==> src/rtl/core/pem_pkg.sv <==
// Shared types, constants and register codes of the Prewitt edge magnitude block.
package pem_pkg;

	localparam int CFG_W      = 11;
	localparam int KSIZE_W    = 3;
	localparam int REG_IDX_W  = 2;
	localparam int CHAN_W     = 8;

	localparam int DEF_MAX_WIDTH  = 1024;
	localparam int DEF_MAX_HEIGHT = 1024;
	localparam int DEF_MAX_KERNEL = 7;

	localparam logic [CFG_W-1:0]   RESET_FRAME_WIDTH  = 11'd640;
	localparam logic [CFG_W-1:0]   RESET_FRAME_HEIGHT = 11'd480;
	localparam logic [KSIZE_W-1:0] RESET_KERNEL_SIZE  = 3'd3;

	typedef enum logic [REG_IDX_W-1:0] {
		REG_FRAME_WIDTH  = 2'd0,
		REG_FRAME_HEIGHT = 2'd1,
		REG_KERNEL_SIZE  = 2'd2
	} reg_idx_t;

	localparam logic CMD_PIXEL = 1'b0;
	localparam logic CMD_FLUSH = 1'b1;

	localparam logic [CHAN_W-1:0] CHAN_MAX = 8'hff;

	typedef struct packed {
		logic [CHAN_W-1:0] red;
		logic [CHAN_W-1:0] green;
		logic [CHAN_W-1:0] blue;
	} pix_t;

	typedef struct packed {
		logic take;
		logic wr_en;
		logic adv_skip;
		logic adv_out;
		logic rd_start;
		logic rd_step;
		logic sq_square;
		logic sq_sum;
		logic sq_step;
		logic out_load;
	} ctrl_cmd_t;

	typedef struct packed {
		logic in_frame;
		logic flush;
		logic has_out;
		logic rd_last;
		logic pipe_busy;
		logic root_last;
		logic out_free;
	} dp_stat_t;

endpackage

==> src/rtl/core/pem_ctrl.sv <==
// Controller state machine sequencing accept, store write, window reads, root and output.
module pem_ctrl (
	input  logic               clk,
	input  logic               arst_n,
	input  logic               in_valid,
	output logic               in_ready,
	input  pem_pkg::dp_stat_t  st,
	output pem_pkg::ctrl_cmd_t cmd
);

	typedef enum logic [7:0] {
		S_IDLE   = 8'b0000_0001,
		S_DECIDE = 8'b0000_0010,
		S_READ   = 8'b0000_0100,
		S_DRAIN  = 8'b0000_1000,
		S_SQUARE = 8'b0001_0000,
		S_SUM    = 8'b0010_0000,
		S_ROOT   = 8'b0100_0000,
		S_DONE   = 8'b1000_0000
	} state_t;

	state_t state_q, state_d;

	always_ff @(posedge clk or negedge arst_n) begin
		if (!arst_n) begin
			state_q <= S_IDLE;
		end else begin
			state_q <= state_d;
		end
	end

	always_comb begin
		state_d  = state_q;
		cmd      = '0;
		in_ready = 1'b0;
		unique case (state_q)
			S_IDLE: begin
				in_ready = 1'b1;
				if (in_valid) begin
					cmd.take = 1'b1;
					state_d  = S_DECIDE;
				end
			end
			S_DECIDE: begin
				if (st.in_frame && st.flush) begin
					state_d = S_IDLE;
				end else begin
					cmd.wr_en = st.in_frame;
					if (!st.has_out) begin
						cmd.adv_skip = 1'b1;
						state_d      = S_IDLE;
					end else begin
						cmd.rd_start = 1'b1;
						state_d      = S_READ;
					end
				end
			end
			S_READ: begin
				cmd.rd_step = 1'b1;
				if (st.rd_last) begin
					state_d = S_DRAIN;
				end
			end
			S_DRAIN: begin
				if (!st.pipe_busy) begin
					state_d = S_SQUARE;
				end
			end
			S_SQUARE: begin
				cmd.sq_square = 1'b1;
				state_d       = S_SUM;
			end
			S_SUM: begin
				cmd.sq_sum = 1'b1;
				state_d    = S_ROOT;
			end
			S_ROOT: begin
				cmd.sq_step = 1'b1;
				if (st.root_last) begin
					state_d = S_DONE;
				end
			end
			S_DONE: begin
				if (st.out_free) begin
					cmd.out_load = 1'b1;
					cmd.adv_out  = 1'b1;
					state_d      = S_IDLE;
				end
			end
			default: begin
				state_d = S_IDLE;
			end
		endcase
	end

endmodule

==> config.mk <==
export PLATFORM = sky130hd
export DESIGN_NAME = pem_ctrl
export DESIGN_NICKNAME = d
export VERILOG_FILES = /design/src/rtl/core/pem_pkg.sv /design/src/rtl/core/pem_ctrl.sv
export SDC_FILE = /design/constraint.sdc
export NUM_CORES = 1
export LEC_CHECK = 0
export CAP_MARGIN = 20
export CORE_AREA = 2 2 39 41
export CTS_CLUSTER_DIAMETER = 150
export CTS_CLUSTER_SIZE = 24
export DETAILED_ROUTE_END_ITERATION = 8
export DIE_AREA = 0 0 41 43
export DONT_BUFFER_PORTS = 1
export PLACE_DENSITY = 0.65
export SYNTH_ARGS = -nofsm -noshare
export SYNTH_HDL_FRONTEND = slang
export SYNTH_SLANG_ARGS = --single-unit
==> constraint.sdc <==
create_clock -name clk -period 5.31 [get_ports clk]
set_input_delay 1.062 -clock clk [delete_from_list [all_inputs] [get_ports clk]]
set_output_delay 1.062 -clock clk [all_outputs]
set_load 0.05 [all_outputs]
==> impl_metrics.yaml, run 1 <==
outcome:
  status: "complete, no violations"
final_layout:
  multi_input_area_um2: 388
  finalNonFillerCells: 87
  mostFrequentLayoutCells: "7 x nor2_1, 7 x dfrtp_1, 6 x nand2b_1, 6 x a21oi_1, 5 x nand2_1"
  reg_top3: "state_q (8)"
  largest_reg_flops: 8
  syn_to_final_growth_pct: 4.02
  largest-register: "state_q"
  n_fill_cell: 140
  drive_gt1_share_pct: 22.5
  seq_area_um2: 201
  finalInstanceArea_um2: 647
  antenna_cells: 0
  fin_nets: 82
routing:
  via_per_inst: 5.92
  wirelength_mm: 1.24
  vias: 515
  drc: 0
  dr.pass1.iters: 4
  ant_nets: 0
  drt_iter0_drc: 9
  wl_per_cell_um: 14.2
sta:
  hold_viol: 0
  max_clock_freq_mhz: 290
  finalSetupTns_ns: 0
  final-max-slew-violation-count: 0
  worst_pin_slew_ns: 0.969
  slew_headroom_pct: 35.4
  finalCritPeriodShare_pct: 64.9
  layout_setup_ws_ns: 1.86
  rsz0062_at_grt: "false"
  period_needed_ns: 3.45
  finalSetupViolations: 0
  fin_worst_skew_ns: 0.00264
clock_network:
  root_buffer: "clkbuf_4"
  cts_resized: 0
  cts_tree: "yes"
  post-cts-setup-buffer-count: 0
  cts_hold_buffers: 0
  cts.htree.levels: 1
  clk_path_buf_depth: 2
  path_clk_slew_ns: 0.06
  clock_latency_ns: 0.26
  cts_num_sinks: 8
  numCtsBuffers: 3
power:
  p_per_area_nw_per_um2: 421
  p_leak_nw: 0.258
  seq_power_share_pct: 30.5
  pwr-share-comb_pct: 49.9
  sw_frac_of_total_pct: 44.9
  p_clk_share_pct: 19.6
  internal_power_w: 0.000150
  netSwitchingPower_w: 0.000122
  ir_drop_mv: 0.234
worst_setup_path:
  cpMaxStageDelayCell: "and4b_1"
  crit_arrival_ns: 2.39
  cp_max_fo: 10
  worstSetupStartpointType: "flip-flop"
  crit_required_ns: 4.25
  crit_chain: "or4_4, nor3_1, and4b_1"
  criticalPathCategory: "flip-flop to output port"
  path_buf_inv: 0
  crit_family: "simple AND/OR/NAND/NOR gates"
  end_kind: "output port"
  cpPeakStageDelay_ns: 0.88
place:
  place_ws_ns: 2.15
  dp_hpwl_um: 949
  post_dp_cell_area_um2: 621
  gp_congestion: 0.724
  dp.cells: 83
  portBuffers: 0
yosys:
  syn_nets: 80
  synth-seq-cells: 8
  yosys_warnings: 0
  syn_inst: 70
  yosys.area.top_type: "dfrtp_1"
  ys_seq_area_share_pct: 32.4
  synth.area.top_cells: "dfrtp_1 28%, nand2b_1 6.0%, a21oi_1 4.8%"
  syn-cell-area_um2: 622
  netlist-cell-type-count: 32
  syn_avg_cell_area_um2: 8.88
  yosysTopAreaCellShare_pct: 28.2
grt:
  grt_usage_pct: 16.9
  antenna_found_initial: 0
  grt_max_degree: 11
  grt_pass1_vias: 510
  grt_pass1_wl_mm: 2.02
  overflow: 0
die:
  dieWidth_um: 41
  die_area_um2: 1760
  fp.coreArea_um2: 1380
  start_util_pct: 44.9
  io-pin-count: 21
  chipHeight_um: 43
  row_count: 14
job:
  maxCapViolCount: 0
worst_hold_path:
  hold_class: "input pin to async pin"
-- worst register-to-register path: cells and delay by family (launching register included) --
kind            cells  cell delay (ns)
compound gates      4             0.40
flops               1             0.49
simple gates        1             0.53
-- synthesized netlist by cell type --
cell	instances
buf_4	1
and4b_1	1
a211oi_1	1
and2_1	2
xor2_1	1
a31oi_1	1
or3b_1	1
inv_1	1
nor3b_2	2
a222oi_1	1
nor4_1	1
nand2b_1	6
a21oi_1	6
o32ai_1	1
nor3_1	3
buf_6	2
nand2_1	5
o21ai_1	1
dfstp_2	1
a211oi_2	1
or3_1	2
or3b_2	1
or4_4	2
buf_2	1
o21bai_1	1
nor2_4	2
nor2_1	7
nand2_2	1
o21ai_0	2
nand3b_1	4
dfrtp_1	7
nor4_2	1
-- worst paths after layout --
check,startpoint,cells after the start,slack [ns],end
worst max-delay path,state_q[5],3,1.86,cmd[0]
worst min-delay path,arst_n,0,0.49,state_q[7]
worst max register to register,state_q[5],5,3.79,state_q[0]
worst min register to register,state_q[1],3,0.66,state_q[7]
max in group asynchronous,arst_n,0,4.65,state_q[0]
min in group clk,state_q[1],3,0.66,state_q[7]
-- cell families (layout without fill, tap and decap cells) --
logic type      after synthesis  in the layout  synth area share, %
flops                         8              8                 32.4
xor+xnor                      1              1                 1.41
compound gates               15             15                 15.7
buf+inv                       5              6                 6.24
simple gates                 41             41                 44.3
-- area by class of cell --
cell class / instances / share of cell area [%]
inverter: 1 / 0.580
sequential: 8 / 31.1
timing repair buffer: 1 / 1.16
clock buffer: 4 / 4.06
tap: 16 / 3.09
multi-input combinational: 57 / 60.0
-- metal layers --
metal	global-route usage, %	part of all wire (%)
met1	24.8	47
met2	22.2	44
met3	3.14	7.3
met4	10.0	1.1
met5	0	0
-- power groups by stage --
stage / registers (W) / logic [W] / clock network, W
after floorplan: 0.0000813 / 0.000114 / 0
after global placement: 0.0000830 / 0.000138 / 0
after detailed placement: 0.0000838 / 0.000137 / 0
after CTS: 0.0000827 / 0.000138 / 0.0000545
after global routing: 0.0000851 / 0.000148 / 0.0000574
final: 0.0000832 / 0.000136 / 0.0000533
-- stage by stage --
| step | util (%) | total power, W | hold slack (ns) |
|---|---|---|---|
| 2_1_floorplan | - | 0.000195 | 0.599 |
| 5_1_grt | 46.7 | 0.000291 | 0.481 |
| 6_report | 46.7 | 0.000272 | 0.490 |
| 3_5_place_dp | 44.8 | 0.000221 | 0.654 |
| 4_1_cts | 46.7 | 0.000275 | 0.486 |
| 3_3_place_gp | 44.8 | 0.000221 | 0.649 |
No activity file was read; power rests on OpenSTA's default activity.
==> run 2: changes to the inputs <==
--- a/config.mk
+++ b/config.mk
@@ -12,7 +12,7 @@
 export DETAILED_ROUTE_END_ITERATION = 8
 export DIE_AREA = 0 0 41 43
 export DONT_BUFFER_PORTS = 1
-export PLACE_DENSITY = 0.65
+export PLACE_DENSITY = 0.68
 export SYNTH_ARGS = -nofsm -noshare
 export SYNTH_HDL_FRONTEND = slang
 export SYNTH_SLANG_ARGS = --single-unit
==> constraint.sdc (replaced) <==
create_clock -name clk -period 3.04 [get_ports clk]
set_input_delay 0.608 -clock clk [delete_from_list [all_inputs] [get_ports clk]]
set_output_delay 0.608 -clock clk [all_outputs]
set_load 0.05 [all_outputs]
==> impl_metrics.yaml, run 2 (synthesized netlist as in run 1, its figures left out) <==
outcome:
  status: "complete, no violations"
sta:
  finalCritPeriodShare_pct: 85.1
  fin_worst_skew_ns: 0.00209
  period_needed_ns: 2.59
  slew_headroom_pct: 77.4
  max_clock_freq_mhz: 387
  final-max-slew-violation-count: 0
  hold_viol: 0
  rsz0062_at_grt: "false"
  whs_ns: 0.0370
  finalSetupViolations: 0
  worst_pin_slew_ns: 0.338
  finalSetupTns_ns: 0
clock_network:
  post-cts-setup-buffer-count: 0
  root_buffer: "clkbuf_4"
  numCtsBuffers: 3
  cts_resized: 0
  path_clk_slew_ns: 0.06
  clk_path_buf_depth: 2
  cts_hold_buffers: 0
  clock_latency_ns: 0.26
  cts_num_sinks: 8
  cts_tree: "yes"
  cts.htree.levels: 1
worst_setup_path:
  worst-path-stages: 4
  worstSetupStartpointType: "flip-flop"
  rr_worst_depth: 5
  startpoint: "state_q[5]"
  r2r_setup_slack_ns: 1.54
  criticalPathCategory: "flip-flop to output port"
  cpPeakStageDelay_ns: 0.53
  end_kind: "output port"
  cp_max_fo: 10
  r2r-start: "state_q[5]"
  path_buf_inv: 1
  crit_arrival_ns: 1.98
  crit_required_ns: 2.43
  r2r-end: "state_q[0]"
  cpMaxStageDelayCell: "or4_4"
  critPathCapture: "cmd[6]"
  crit_family: "simple AND/OR/NAND/NOR gates"
  crit_chain: "or4_4, nor3_1, and4b_1, buf_4"
grt:
  grt_usage_pct: 17.9
  antenna_found_initial: 0
  grt_pass1_vias: 498
  overflow: 0
  grt_max_degree: 11
  grt_pass1_wl_mm: 2.17
routing:
  ant_nets: 0
  dr_wl_met2_um: 574
  wirelength_mm: 1.28
  wl_met1_um: 594
  drc: 0
  route.met3.wl_um: 87
  drt_iter0_drc: 15
  dr.pass1.iters: 4
  wl_per_cell_um: 13.3
  via_per_inst: 5.71
  vias: 548
  highest_layer: "met4"
final_layout:
  mostFrequentLayoutCells: "10 x buf_4, 7 x nor2_1, 7 x dfrtp_1, 6 x nand2b_1, 6 x a21oi_1"
  layout_commonest_cell: "buf_4"
  finalNonFillerCells: 96
  finalInstanceArea_um2: 714
  antenna_cells: 0
  syn_to_final_growth_pct: 14.9
  fin_nets: 91
  largest_reg_flops: 8
  n_fill_cell: 132
  reg_top3: "state_q (8)"
  drive_gt1_share_pct: 31.3
  largest-register: "state_q"
die:
  die_area_um2: 1760
  chipHeight_um: 43
  io-pin-count: 21
  row_count: 14
  dieWidth_um: 41
  start_util_pct: 44.9
  fp.coreArea_um2: 1380
place:
  post_dp_cell_area_um2: 688
  gp_congestion: 0.813
  dp.cells: 92
  dp_hpwl_um: 997
  portBuffers: 0
power:
  ir_drop_mv: 0.429
  p_per_area_nw_per_um2: 681
  p_leak_nw: 0.307
job:
  maxCapViolCount: 0
worst_hold_path:
  hold_class: "input pin to async pin"
## run 2: layer usage
metal / vias up / global-route usage, %
li1: 272 / -
met1: 252 / 24.4
met2: 20 / 25.0
met3: 4 / 4.19
met4: 0 / 10.0
met5: - / 0
## run 2: final cells by class
| cell class | instances | area, um2 | share of cell area [%] |
|---|---|---|---|
| multi-input cells | 57 | 388 | 54.3 |
| clock buffers | 4 | 26.3 | 3.68 |
| inverters | 1 | 3.75 | 0.525 |
| well taps | 16 | 20.0 | 2.80 |
| repair buffers | 10 | 75.1 | 10.5 |
| flip-flops and latches | 8 | 201 | 28.2 |
## run 2: where the power goes
part           total [W]  internal [W]  switching, W
logic           0.000249     0.0000972      0.000151
clock network  0.0000918     0.0000506     0.0000413
registers       0.000146      0.000125     0.0000210
## run 2: per-stage QoR
stage	power (W)	utilization (%)	setup slack, ns
final	0.000487	51.6	0.454
after global routing	0.000524	51.6	0.334
after CTS	0.000491	51.6	0.452
after detailed placement	0.000398	49.7	0.735
after global placement	0.000395	49.7	0.771
after floorplan	0.000345	-	0.246
## run 2: worst min path at each step
stage	end	start	slack [ns]	cells after the start
after floorplan	state_q[1]	arst_n	0.31	0
after global placement	state_q[6]	arst_n	0.31	0
after detailed placement	state_q[7]	arst_n	0.31	0
after CTS	state_q[7]	arst_n	0.03	0
after global routing	state_q[7]	arst_n	0.02	0
final	state_q[7]	arst_n	0.04	0
## run 2: worst reg2reg max path, stage by stage (launching register included)
cell,delay [ns]
dfrtp_1,0.49
or4_4,0.53
a211oi_2,0.15
a31oi_1,0.05
o21ai_1,0.10
a222oi_1,0.09
==> run 3: changes to the inputs <==
--- a/config.mk
+++ b/config.mk
@@ -6,13 +6,14 @@
 export NUM_CORES = 1
 export LEC_CHECK = 0
 export CAP_MARGIN = 20
-export CORE_AREA = 2 2 39 41
+export CELL_PAD_IN_SITES_DETAIL_PLACEMENT = 2
+export CELL_PAD_IN_SITES_GLOBAL_PLACEMENT = 2
+export CORE_UTILIZATION = 30
 export CTS_CLUSTER_DIAMETER = 150
 export CTS_CLUSTER_SIZE = 24
 export DETAILED_ROUTE_END_ITERATION = 8
-export DIE_AREA = 0 0 41 43
 export DONT_BUFFER_PORTS = 1
-export PLACE_DENSITY = 0.68
+export PLACE_DENSITY = 0.74
 export SYNTH_ARGS = -nofsm -noshare
 export SYNTH_HDL_FRONTEND = slang
 export SYNTH_SLANG_ARGS = --single-unit
==> impl_metrics.yaml, run 3 (synthesized netlist as in run 1, its figures left out) <==
die:
  fp.coreArea_um2: 1960
  io-pin-count: 21
  row_count: 16
  die_area_um2: 2260
  dieWidth_um: 47.5
  start_util_pct: 31.7
  chipHeight_um: 47.5
final_layout:
  antenna_cells: 0
  reg_top3: "state_q (8)"
  n_fill_cell: 248
  largest-register: "state_q"
  mostFrequentLayoutCells: "9 x buf_4, 7 x nor2_1, 7 x dfrtp_1, 6 x nand2b_1, 6 x a21oi_1"
  seq_area_um2: 201
  syn_to_final_growth_pct: 19.1
  layout_commonest_cell: "buf_4"
  fin_util_pct: 37.8
  drive_gt1_share_pct: 31.3
  multi_input_area_um2: 388
  fin_nets: 91
  largest_reg_flops: 8
job:
  maxCapViolCount: 0
place:
  portBuffers: 0
  gp_congestion: 0.834
  dp_hpwl_mm: 1.27
grt:
  grt_pass1_vias: 564
  grt_max_degree: 11
  grt_usage_pct: 16.8
  overflow: 0
  grt_pass1_wl_mm: 2.49
  antenna_found_initial: 0
sta:
  slew_headroom_pct: 76.6
  hold_viol: 0
  finalCritPeriodShare_pct: 86.2
  finalSetupTns_ns: 0
  worst_pin_slew_ns: 0.348
  period_needed_ns: 2.62
  max_clock_freq_mhz: 382
  finalSetupViolations: 0
  fin_worst_skew_ns: 0.00557
  final-max-slew-violation-count: 0
  rsz0062_at_grt: "false"
worst_setup_path:
  r2r-start: "state_q[5]"
  r2r-end: "state_q[0]"
  criticalPathCategory: "flip-flop to output port"
  worstSetupStartpointType: "flip-flop"
  crit_arrival_ns: 2.01
  crit_required_ns: 2.43
  cp_max_fo: 10
  r2r_setup_slack_ns: 1.50
  startpoint: "state_q[5]"
  end_kind: "output port"
  rr_worst_depth: 5
clock_network:
  cts_resized: 0
  root_buffer: "clkbuf_4"
  cts_hold_buffers: 0
  numCtsBuffers: 3
  cts_tree: "yes"
  cts_num_sinks: 8
  path_clk_slew_ns: 0.07
  post-cts-setup-buffer-count: 0
  cts.htree.levels: 1
  clk_path_buf_depth: 2
  clock_latency_ns: 0.26
routing:
  wirelength_mm: 1.62
  ant_nets: 0
  wl_met1_um: 794
  drt_iter0_drc: 2
  dr.pass1.iters: 4
  via_per_inst: 5.20
  highest_layer: "met4"
  wl_per_cell_um: 15.1
  vias: 556
  route.met3.wl_um: 64
  dr_wl_met2_um: 715
  drc: 0
power:
  ir_drop_mv: 0.370
  p_per_area_nw_per_um2: 694
  power_w: 0.000514
  p_leak_nw: 0.311
outcome:
  status: "complete, no violations"
worst_hold_path:
  hold_class: "input pin to async pin"
[run 3: cell count changes in the layout (fill, tap and decap cells not counted)]
cell,delta
buf_12,+1
buf_4,-1
[run 3: final cells by class]
cell class	instances	area share [%]
clock buffers	4	3.55
inverters	1	0.507
multi-input cells	57	52.4
flip-flops and latches	8	27.2
well taps	27	4.56
repair buffers	10	11.8
[run 3: per-stage QoR]
| step | hold slack (ns) | instances | area, um2 | setup slack (ns) |
|---|---|---|---|---|
| after floorplan | 0.312 | 70 | 628 | 0.246 |
| after global placement | 0.313 | 103 | 714 | 0.740 |
| after detailed placement | 0.313 | 103 | 714 | 0.714 |
| after CTS | 0.0178 | 107 | 741 | 0.407 |
| after global routing | 0.0112 | 107 | 741 | 0.300 |
| final | 0.0308 | 107 | 741 | 0.421 |
[run 3: worst max path at each step]
stage	slack [ns]	end	cells after the start
detailed placement	0.71	cmd[6]	4
floorplan	0.25	cmd[9]	5
global route	0.30	cmd[0]	4
global placement	0.74	cmd[0]	4
finish	0.42	cmd[6]	4
CTS	0.41	cmd[6]	4
[run 3: report_power, final]
group | switching [W] | internal, W
combinational | 0.000165 | 0.000109
sequential | 0.0000206 | 0.000125
clock | 0.0000442 | 0.0000507
[run 3: critical path: stages (launching register included)]
cell and delay (ns):
dfrtp_1 0.50, or4_4 0.54, nor3_1 0.19, and4b_1 0.23, buf_4 0.29
[run 3: metal layers]
layer / global-route usage, % / vias up
met5: 0 / -
met4: 11.7 / 0
met3: 2.26 / 4
met2: 25.2 / 18
met1: 22.1 / 260
li1: - / 274
